### src/rcgi_pkg.sv
// ----------------------------------------------------------------------------
// rcgi_pkg
// Shared types, constants and the sRGB decode table builder for the RGB to
// CMYK converter with gray component replacement and ink limiting.
// ----------------------------------------------------------------------------
package rcgi_pkg;

  localparam int LIN_FRAC_BITS = 16;
  localparam int FIFO_DEPTH    = 4;

  // Configuration register indexes.
  localparam logic CFG_GCR   = 1'b0;
  localparam logic CFG_LIMIT = 1'b1;

  localparam logic [10:0] GCR_RESET   = 11'd512;
  localparam logic [10:0] GCR_FULL    = 11'd1024;
  localparam logic [8:0]  LIMIT_RESET = 9'd300;

  // Wide enough for the largest supported fraction width plus one.
  typedef logic [24:0] rom_word_t;
  typedef rom_word_t rom_tab_t [256];

  typedef struct packed {
    logic full;
    logic empty;
  } fifo_stat_t;

  function automatic logic [63:0] mul_q30(logic [63:0] a, logic [63:0] b);
    return (a * b + (64'd1 << 29)) >> 30;
  endfunction

  // One entry of the gamma decode table, linear light in Q1.f.
  function automatic rom_word_t lin_entry(int unsigned v, int unsigned f);
    logic [63:0] n;
    logic [63:0] u;
    logic [63:0] q;
    logic [63:0] lo;
    logic [63:0] hi;
    logic [63:0] mid;
    logic [63:0] m2;
    logic [63:0] m4;
    logic [63:0] m5;
    logic [63:0] val;
    if (v <= 10) begin
      val = (((64'(v) * 64'd100) << f) + 64'd164730) / 64'd329460;
      return rom_word_t'(val);
    end
    n = 64'(v) * 64'd1000 + 64'd14025;
    u = ((n << 30) + 64'd134512) / 64'd269025;
    q = mul_q30(u, u);
    lo = 64'd0;
    hi = 64'd1 << 30;
    while (lo < hi) begin
      mid = (lo + hi + 64'd1) >> 1;
      m2 = mul_q30(mid, mid);
      m4 = mul_q30(m2, m2);
      m5 = mul_q30(m4, mid);
      if (m5 <= q) lo = mid;
      else hi = mid - 64'd1;
    end
    val = mul_q30(q, lo);
    val = (val + (64'd1 << (29 - f))) >> (30 - f);
    return rom_word_t'(val);
  endfunction

  function automatic rom_tab_t build_rom(int unsigned f);
    rom_tab_t t;
    for (int unsigned v = 0; v < 256; v++) t[v] = lin_entry(v, f);
    return t;
  endfunction

endpackage

### src/rcgi_fifo.sv
// ----------------------------------------------------------------------------
// rcgi_fifo
// Short register queue between the decoding front end and the back end.
// ----------------------------------------------------------------------------
module rcgi_fifo #(
  parameter int W     = 68,
  parameter int DEPTH = rcgi_pkg::FIFO_DEPTH
) (
  input  logic                 clk,
  input  logic                 rst_n,
  input  logic                 push,
  input  logic [W-1:0]         push_data,
  input  logic                 pop,
  output logic [W-1:0]         pop_data,
  output rcgi_pkg::fifo_stat_t stat
);

  localparam int AW = (DEPTH > 1) ? $clog2(DEPTH) : 1;

  logic [W-1:0]  mem_r [DEPTH];
  logic [AW-1:0] wr_ptr_r;
  logic [AW-1:0] rd_ptr_r;
  logic [AW:0]   count_r;

  function automatic logic [AW-1:0] ptr_inc(logic [AW-1:0] p);
    return (p == AW'(DEPTH - 1)) ? '0 : p + AW'(1);
  endfunction

  always_ff @(posedge clk) begin
    if (!rst_n) begin
      wr_ptr_r <= '0;
      rd_ptr_r <= '0;
      count_r  <= '0;
    end else begin
      if (push) wr_ptr_r <= ptr_inc(wr_ptr_r);
      if (pop)  rd_ptr_r <= ptr_inc(rd_ptr_r);
      if (push && !pop)      count_r <= count_r + (AW+1)'(1);
      else if (pop && !push) count_r <= count_r - (AW+1)'(1);
    end
  end

  always_ff @(posedge clk) begin
    if (push) mem_r[wr_ptr_r] <= push_data;
  end

  assign pop_data   = mem_r[rd_ptr_r];
  assign stat.full  = (count_r == (AW+1)'(DEPTH));
  assign stat.empty = (count_r == '0);

endmodule

### config.mk
export PLATFORM = sky130hd
export DESIGN_NAME = rcgi_fifo
export DESIGN_NICKNAME = d
export VERILOG_FILES = /design/src/rcgi_pkg.sv /design/src/rcgi_fifo.sv
export SDC_FILE = /design/constraint.sdc
export NUM_CORES = 1
export LEC_CHECK = 0
export ABC_CLOCK_PERIOD_IN_PS = 4530
export BUFFER_PORTS_ARGS = -buffer_cell sky130_fd_sc_hd__buf_4
export CAP_MARGIN = 5
export CORE_MARGIN = 2
export CORE_UTILIZATION = 61
export CTS_CLUSTER_DIAMETER = 40
export CTS_CLUSTER_SIZE = 14
export DETAILED_ROUTE_END_ITERATION = 7
export PLACE_DENSITY = 0.82
export SETUP_SLACK_MARGIN = 0.5
export SLEW_MARGIN = 25
export SYNTH_ARGS = -nofsm -noshare
export SYNTH_HDL_FRONTEND = slang
export SYNTH_SLANG_ARGS = --single-unit
export TNS_END_PERCENT = 50
### constraint.sdc
create_clock -name clk -period 4.53 [get_ports clk]
set_clock_uncertainty 0.2 [all_clocks]
set_input_delay 0.906 -clock clk [delete_from_list [all_inputs] [get_ports clk]]
set_output_delay 0.906 -clock clk [all_outputs]
set_load 0.1 [all_outputs]
# After elaboration in Yosys (flattened, before gate mapping)
# Memory sizes are Yosys's and may differ from the RTL's. A register that Yosys moved wholly into a read port is not among the register bits.
# Index checks and enable logic that the tools add are counted.
dict set report word_totals {
  memories 1
  out_inout_bits 70
  register_bits 7
  ram_bits 272
}
# memory words word_bits rd rd_ports_with_merged_regs write_ports line_no
set mem_list {}
lappend mem_list {mem_r 4 68 1 1 1 rcgi_fifo.sv:20} ;# logic [W-1:0] mem_r [DEPTH];
dict set report op_classes {
  eq_ne 3
  mux 8
  n_reduce_logical 6
  addsub 4
}
# cell count
set op_table {}
lappend op_table {{2-bit two-way mux} 4}
lappend op_table {{3-bit two-way mux} 2}
lappend op_table {{2-bit by 1-bit adder with 2-bit output (second input constant)} 2}
lappend op_table {{2-bit == test (second input constant)} 2}
lappend op_table {{3-bit by 1-bit adder with 3-bit output (second input constant)} 1}
lappend op_table {{3-bit == test (second input constant)} 1}
lappend op_table {{3-bit logical NOT} 1}
lappend op_table {{3-bit by 1-bit subtractor with 3-bit output (second input constant)} 1}
lappend op_table {{1-bit logical AND} 2}
lappend op_table {{1-bit logical NOT} 2}
lappend op_table {{1-bit two-way mux} 2}
lappend op_table {{2-bit nonzero test} 1}

# Logic depth before layout (Yosys ltp)
# Gate-level depths: netlist of the first run.
dict set report depth {
  ltp_word 4
  mapped_depth 7
  depth_no_buf 7
}

# Worst setup path before layout of the first run
# OpenSTA, ideal clock, no wires.
dict set report synth_timing {
  path_kind {flip-flop to output port}
  from {reg count_r[0]}
  to {out stat[1] (netlist name)}
  t_required_ns 3.424
  slack_ns 0.871
  t_arrival_ns 2.553
  stages_incl_launch_ff 2
  cell_sequence {dfxtp_1 -> nor3b_1}
}
# item line_no
set synth_rtl {}
lappend synth_rtl {{start: declaration} rcgi_fifo.sv:23} ;# logic [AW:0] count_r;
lappend synth_rtl {{start signal: assignment} rcgi_fifo.sv:37} ;# if (push && !pop) count_r <= count_r + (AW+1)'(1);
lappend synth_rtl {{start signal: assignment} rcgi_fifo.sv:38} ;# else if (pop && !push) count_r <= count_r - (AW+1)'(1);
lappend synth_rtl {{end: declaration} rcgi_fifo.sv:15} ;# output rcgi_pkg::fifo_stat_t stat

==> summary.md, run 1 <==
| Metric | Value |
|---|---|
| Setup violations, final | 0 |
| Placed cell area | 0.0115 mm^2 |
| DP HPWL | 10.3 mm |
| Asr flop ratio synth | 0% |
| Crit. End Element | primary output |
| PortBufs | 141 |
| Post-synth EDFFs | 272 |
| R2R Setup Slk | 2690 ps |
| Hold buffers post-CTS | 0 |
| FMAX | 277 MHz |
| Initial antenna violation count | 3 |
| Clk slew on worst S/H paths | 60 ps |
| Hold Worst Slack | 334 ps |
| Register area share after synthesis | 81.1% |
| H-tree lvl count | 1 |
| Post-route insts no fill | 810 |
| DIE HEIGHT | 134 um |
| Worst Tran Pin Value | 1000 ps |
| Core ar. | 0.0165 mm^2 |
| CTS max path bufs | 3 |
| Layout cells sized above 1 | 46.5% |
| Die area | 0.0179 mm^2 |
| First-pass GRT wire length | 28.2 mm |
| Slew HR | 33.2% |
| Part of the cycle the worst path needs | 79.8% |
| GRT Total Usage | 21.1% |
| Final antenna-violating net count | 0 |
| Die W | 134 um |
| P_leak | 4.30 nW |
| CTS tree | built |
| # IOs | 142 |
| DR vias | 4681 |
| Starting Density | 62.3% |
| Clk root buf | clkbuf_16 |
| Setup bufs post-CTS | 0 |
| Placed cells | 748 |
| Post_cts resized | 0 |
| Routed wire length | 19.1 mm |
| Syn Area/Cell | 25.7 um^2 |
| CP Launch Type | flop |
| Final Max Slew Viols | 0 |
| Crit path max fanout | 29 |
| Clock Latency Late Sink | 540 ps |
| Layout area overhead | 22.6% |
| DR DRC count | 0 |
| RSZ-0062 raised after global routing | false |
| Critical Path RT | 3420 ps |
| Router iterations before antenna repair | 4 |
| Net Count, Synth | 479 |
| Number of max-cap violations | 0 |
| Pwr Total | 6.49 mW |
| DR iter-0 viols | 316 |
| Yosys warns | 0 |
| Total grt overflow | 0 |
| TritonCTS buffer count | 31 |
| Hold WC Path Type | flop to flop |
| GPL Wtd Cong | 0.691 |
| Setup tns final | 0 ps |
| Layout Nets | 644 |
| Vias in the first global route | 4880 |
| Via-per-instance ratio | 5.78 |
| Row cnt | 47 |
| Sink Count | 281 |
| Post-route cell area | 0.0126 mm^2 |
| Wire length per cell | 23.6 um |
| Mapped Cells | 400 |
| Post-Syn Area | 0.0103 mm^2 |
| Critical path type | flop to primary output |
| Largest net degree at the start of global routing | 69 |
| Min cycle time layout | 3620 ps |
| Synth Register Bits | 281 |
| Yosys cell types | 23 |
| Outcome | finished, final reports clean |
| Worst VDD drop | 0.468 mV |
| Power per cell area | 514 mW/mm^2 |
| Top FF cell, synth | edfxtp_1 |
| Critical Path AT | 2510 ps |
| Final hold violation count | 0 |
per-stage QoR:
| stage | worst slack (ps) | util, % |
|---|---|---|
| finish | 914 | 76.4 |
| global route | 773 | 76.3 |
| CTS | 832 | 75.7 |
| detailed placement | 1470 | 69.9 |
| global placement | 1500 | 69.9 |
| floorplan | 871 | - |
synth_stat cells (3+ instances only):
cell      count  area [um^2]
buf_12        3         60.1
mux4_2       68         1530
buf_4         4         30.0
ha_1          6         75.1
inv_1         4         15.0
edfxtp_1    272         8170
buf_2         4         20.0
nor2b_1       5         31.3
clkbuf_1      4         15.0
mux2i_1       4         40.0
and2_1        5         31.3
dfxtp_1       9          180
placed cells by master, fill, tap and decap left out, drive strengths merged, types with 2 or more instances in the layout:
cell	Yosys	layout
and2	5	5
buf	12	148
clkbuf	4	33
clkinv	0	11
clkinvlp	0	4
dfxtp	9	9
diode	0	3
edfxtp	272	272
ha	6	6
inv	4	10
mux2i	4	4
mux4	68	68
nor2b	5	5
nor3	2	2
sequential cells by signal (all words and copies together), names as in the netlist, named ones only:
register  flops
mem_r       272
wr_ptr_r      2
rd_ptr_r      2
count_r       3
final timing paths:
kind / from / end / cells past startpoint
worst min register to register: rd_ptr_r[1] / flop / 2
worst max register to register: wr_ptr_r[1] / mem_r[1][46] / 4
worst min-delay path: rd_ptr_r[1] / flop / 2
worst max-delay path: flop / pop_data[40] / 3
final cells by class:
type / count / area [um^2]
inverter: 4 / 15.0
tap: 220 / 275
fill: 857 / 3900
sequential: 281 / 8360
clock inverter: 22 / 179
multi-input combinational: 99 / 1800
antenna: 3 / 7.51
timing repair buffer: 148 / 1200
clock buffer: 33 / 783
cells by family after synthesis:
family                   count (synthesis)  synth area share (%)
AND/OR/NAND/NOR                         15                 0.875
XOR/XNOR                                 2                 0.170
flip-flops                             281                  81.1
adder cells (fa/ha/maj)                  7                 0.924
multiplexers                            72                  15.3
buffers and inverters                   20                  1.47
AO/OA/AOI/OAI                            3                 0.194
per-layer routing:
metal | vias up | part of all wire [%] | global-route usage (%)
met1 | 2417 | 39 | 29.0
met5 | - | 0 | 0
met4 | 0 | 1.4 | 5.26
li1 | 2047 | - | -
met2 | 189 | 51 | 34.8
met3 | 28 | 8.3 | 5.56
worst max-delay path: stages, from the launching register on:
cell,delay [ps]
dfxtp_4,710
buf_4,370
mux4_2,590
buf_4,260
power by group:
part	leakage (nW)	switching [mW]	total [mW]	internal, mW
clock	0.467	1.01	2.33	1.33
sequential	2.57	0.0646	3.04	2.98
combinational	1.25	0.826	1.12	0.294
total	4.30	1.90	6.49	4.60
(Power assumes the default switching activity.)
==> inputs of run 2 (changes only) <==
- ABC_CLOCK_PERIOD_IN_PS: 4530 -> 3200
- CORE_UTILIZATION: 61 -> 51
- PLACE_DENSITY: 0.82 -> 0.73
- clock period: 4.53 -> 3.2 ns (I/O delays scaled with it)
==> run 2 against run 1 <==
  * First-iteration DRC count fell by 23%
  * Final cell count rose by 9.1%
  * Die area rose by 19%
  * Global-route usage fell by 2.2 points
  * Critical path depth rose by 2
  * Register-to-register slack got worse by 1500 ps
  * Via count rose by 2.4%
  * Flip-flop and latch count did not move
  * Total power rose by 58%
  * Design area rose by 7.8%
==> summary.md, run 2 (synthesis gave the netlist of run 1 again) <==
| Metric | Value |
|---|---|
| PortBufs | 141 |
| Critical Path RT | 2360 ps |
| Layout cells sized above 1 | 49.8% |
| Layout Nets | 670 |
| Clock Latency Late Sink | 490 ps |
| Clk slew on worst S/H paths | 60 ps |
| Worst Tran Pin Value | 609 ps |
| TritonCTS buffer count | 36 |
| Placed cell area | 0.0117 mm^2 |
| Post-route cell area | 0.0136 mm^2 |
| Layout area overhead | 32.2% |
| Part of the cycle the worst path needs | 88.6% |
| Min cycle time layout | 2830 ps |
| GPL Wtd Cong | 0.701 |
| Slew HR | 59.4% |
| Via-per-instance ratio | 5.42 |
| GRT Total Usage | 18.9% |
| # IOs | 142 |
| Largest net degree at the start of global routing | 44 |
| Most frequent cells in the layout | edfxtp_1 (272), buf_4 (99), mux4_2 (68), buf_6 (45), clkbuf_16 (40) |
| Number of max-cap violations | 0 |
| First-pass GRT wire length | 30.5 mm |
| Final hold violation count | 0 |
| Outcome | finished, final reports clean |
| Routed wire length | 19.6 mm |
| Crit path max fanout | 7 |
| DR iter-0 viols | 243 |
| Router iterations before antenna repair | 6 |
| Final antenna-violating net count | 0 |
| Core ar. | 0.0197 mm^2 |
| DR DRC count | 0 |
| CTS tree | built |
| P_leak | 4.71 nW |
| Hold WC Path Type | input pin to flop |
| Worst VDD drop | 0.713 mV |
| RSZ-0062 raised after global routing | true |
| Critical Path AT | 1990 ps |
| Crit. End Element | primary output |
| Starting Density | 52.4% |
| Initial antenna violation count | 0 |
| DP HPWL | 11.0 mm |
| Final Max Slew Viols | 0 |
| Antenna cells | 0 |
| Die W | 146 um |
| Setup violations, final | 0 |
| Most common cell after layout, fill and taps aside | edfxtp_1 |
| Clk root buf | clkbuf_16 |
| Die area | 0.0213 mm^2 |
| Power per cell area | 755 mW/mm^2 |
| Critical path type | flop to primary output |
| Leading registers by flop count | mem_r x272, count_r x3 |
| DR vias | 4795 |
| H-tree lvl count | 2 |
| Vias in the first global route | 5275 |
| CP Launch Type | flop |
| Setup tns final | 0 ps |
| Sink Count | 281 |
| DIE HEIGHT | 146 um |
| Max reg flops | 272 |
| Row cnt | 51 |
| Wire length per cell | 22.1 um |
| FMAX | 353 MHz |
| CTS max path bufs | 3 |
| Top reg by flops | mem_r |
| Total grt overflow | 0 |
[run 2: area by class of cell]
class	instances	area, um^2
inverters	4	15.0
fillers	1263	6050
well taps	265	332
flip-flops and latches	281	8360
clock buffers	43	1000
clock inverters	23	293
multi-input cells	99	1810
repair buffers	169	1800
[run 2: power breakdown]
part	total, mW	internal (mW)	switching (mW)
Combinational	1.81	0.558	1.25
Clock	4.21	2.67	1.53
Sequential	4.27	4.21	0.0519
[run 2: path summary, 6_finish.rpt]
kind / cells after the start / slack (ps) / endpoint / startpoint
setup / recovery: 5 / 370 / pop_data[65] / flop
hold / removal: 1 / 140 / mem_r[0][31] / push_data[31]
setup reg to reg: 4 / 1150 / mem_r[2][3] / wr_ptr_r[0]
hold reg to reg: 2 / 350 / flop / rd_ptr_r[1]
[run 2: per-stage QoR]
stage / std cells / hold slack [ps] / setup slack, ps / utilization (%) / power [mW]
floorplan: 400 / 282 / 331 / - / 5.59
global placement: 804 / 293 / 770 / 59.7 / 5.95
detailed placement: 804 / 349 / 756 / 59.7 / 5.98
CTS: 882 / 108 / 341 / 68.8 / 10.4
global route: 884 / 117 / 285 / 69.2 / 10.6
finish: 884 / 135 / 365 / 69.2 / 10.3
[run 2: worst max-delay path, cell delays in order (launching register included)]
cell and delay [ps]:
dfxtp_4 400, buf_6 110, buf_12 110, buf_16 140, mux4_2 540, buf_12 190
[run 2: what timing repair did]
action                     CTS  global route
setup buffers                7             0
hold buffers                 0             0
cloned                       5             2
resized for setup           77             8
setup endpoints to repair   68            68
[run 2: metal layers]
metal,vias up,wire [um],global-route usage (%)
met2,149,9930,31.9
met4,0,310,5.44
met5,-,0,0
met3,30,1200,4.31
met1,2511,8110,25.2
li1,2105,-,-
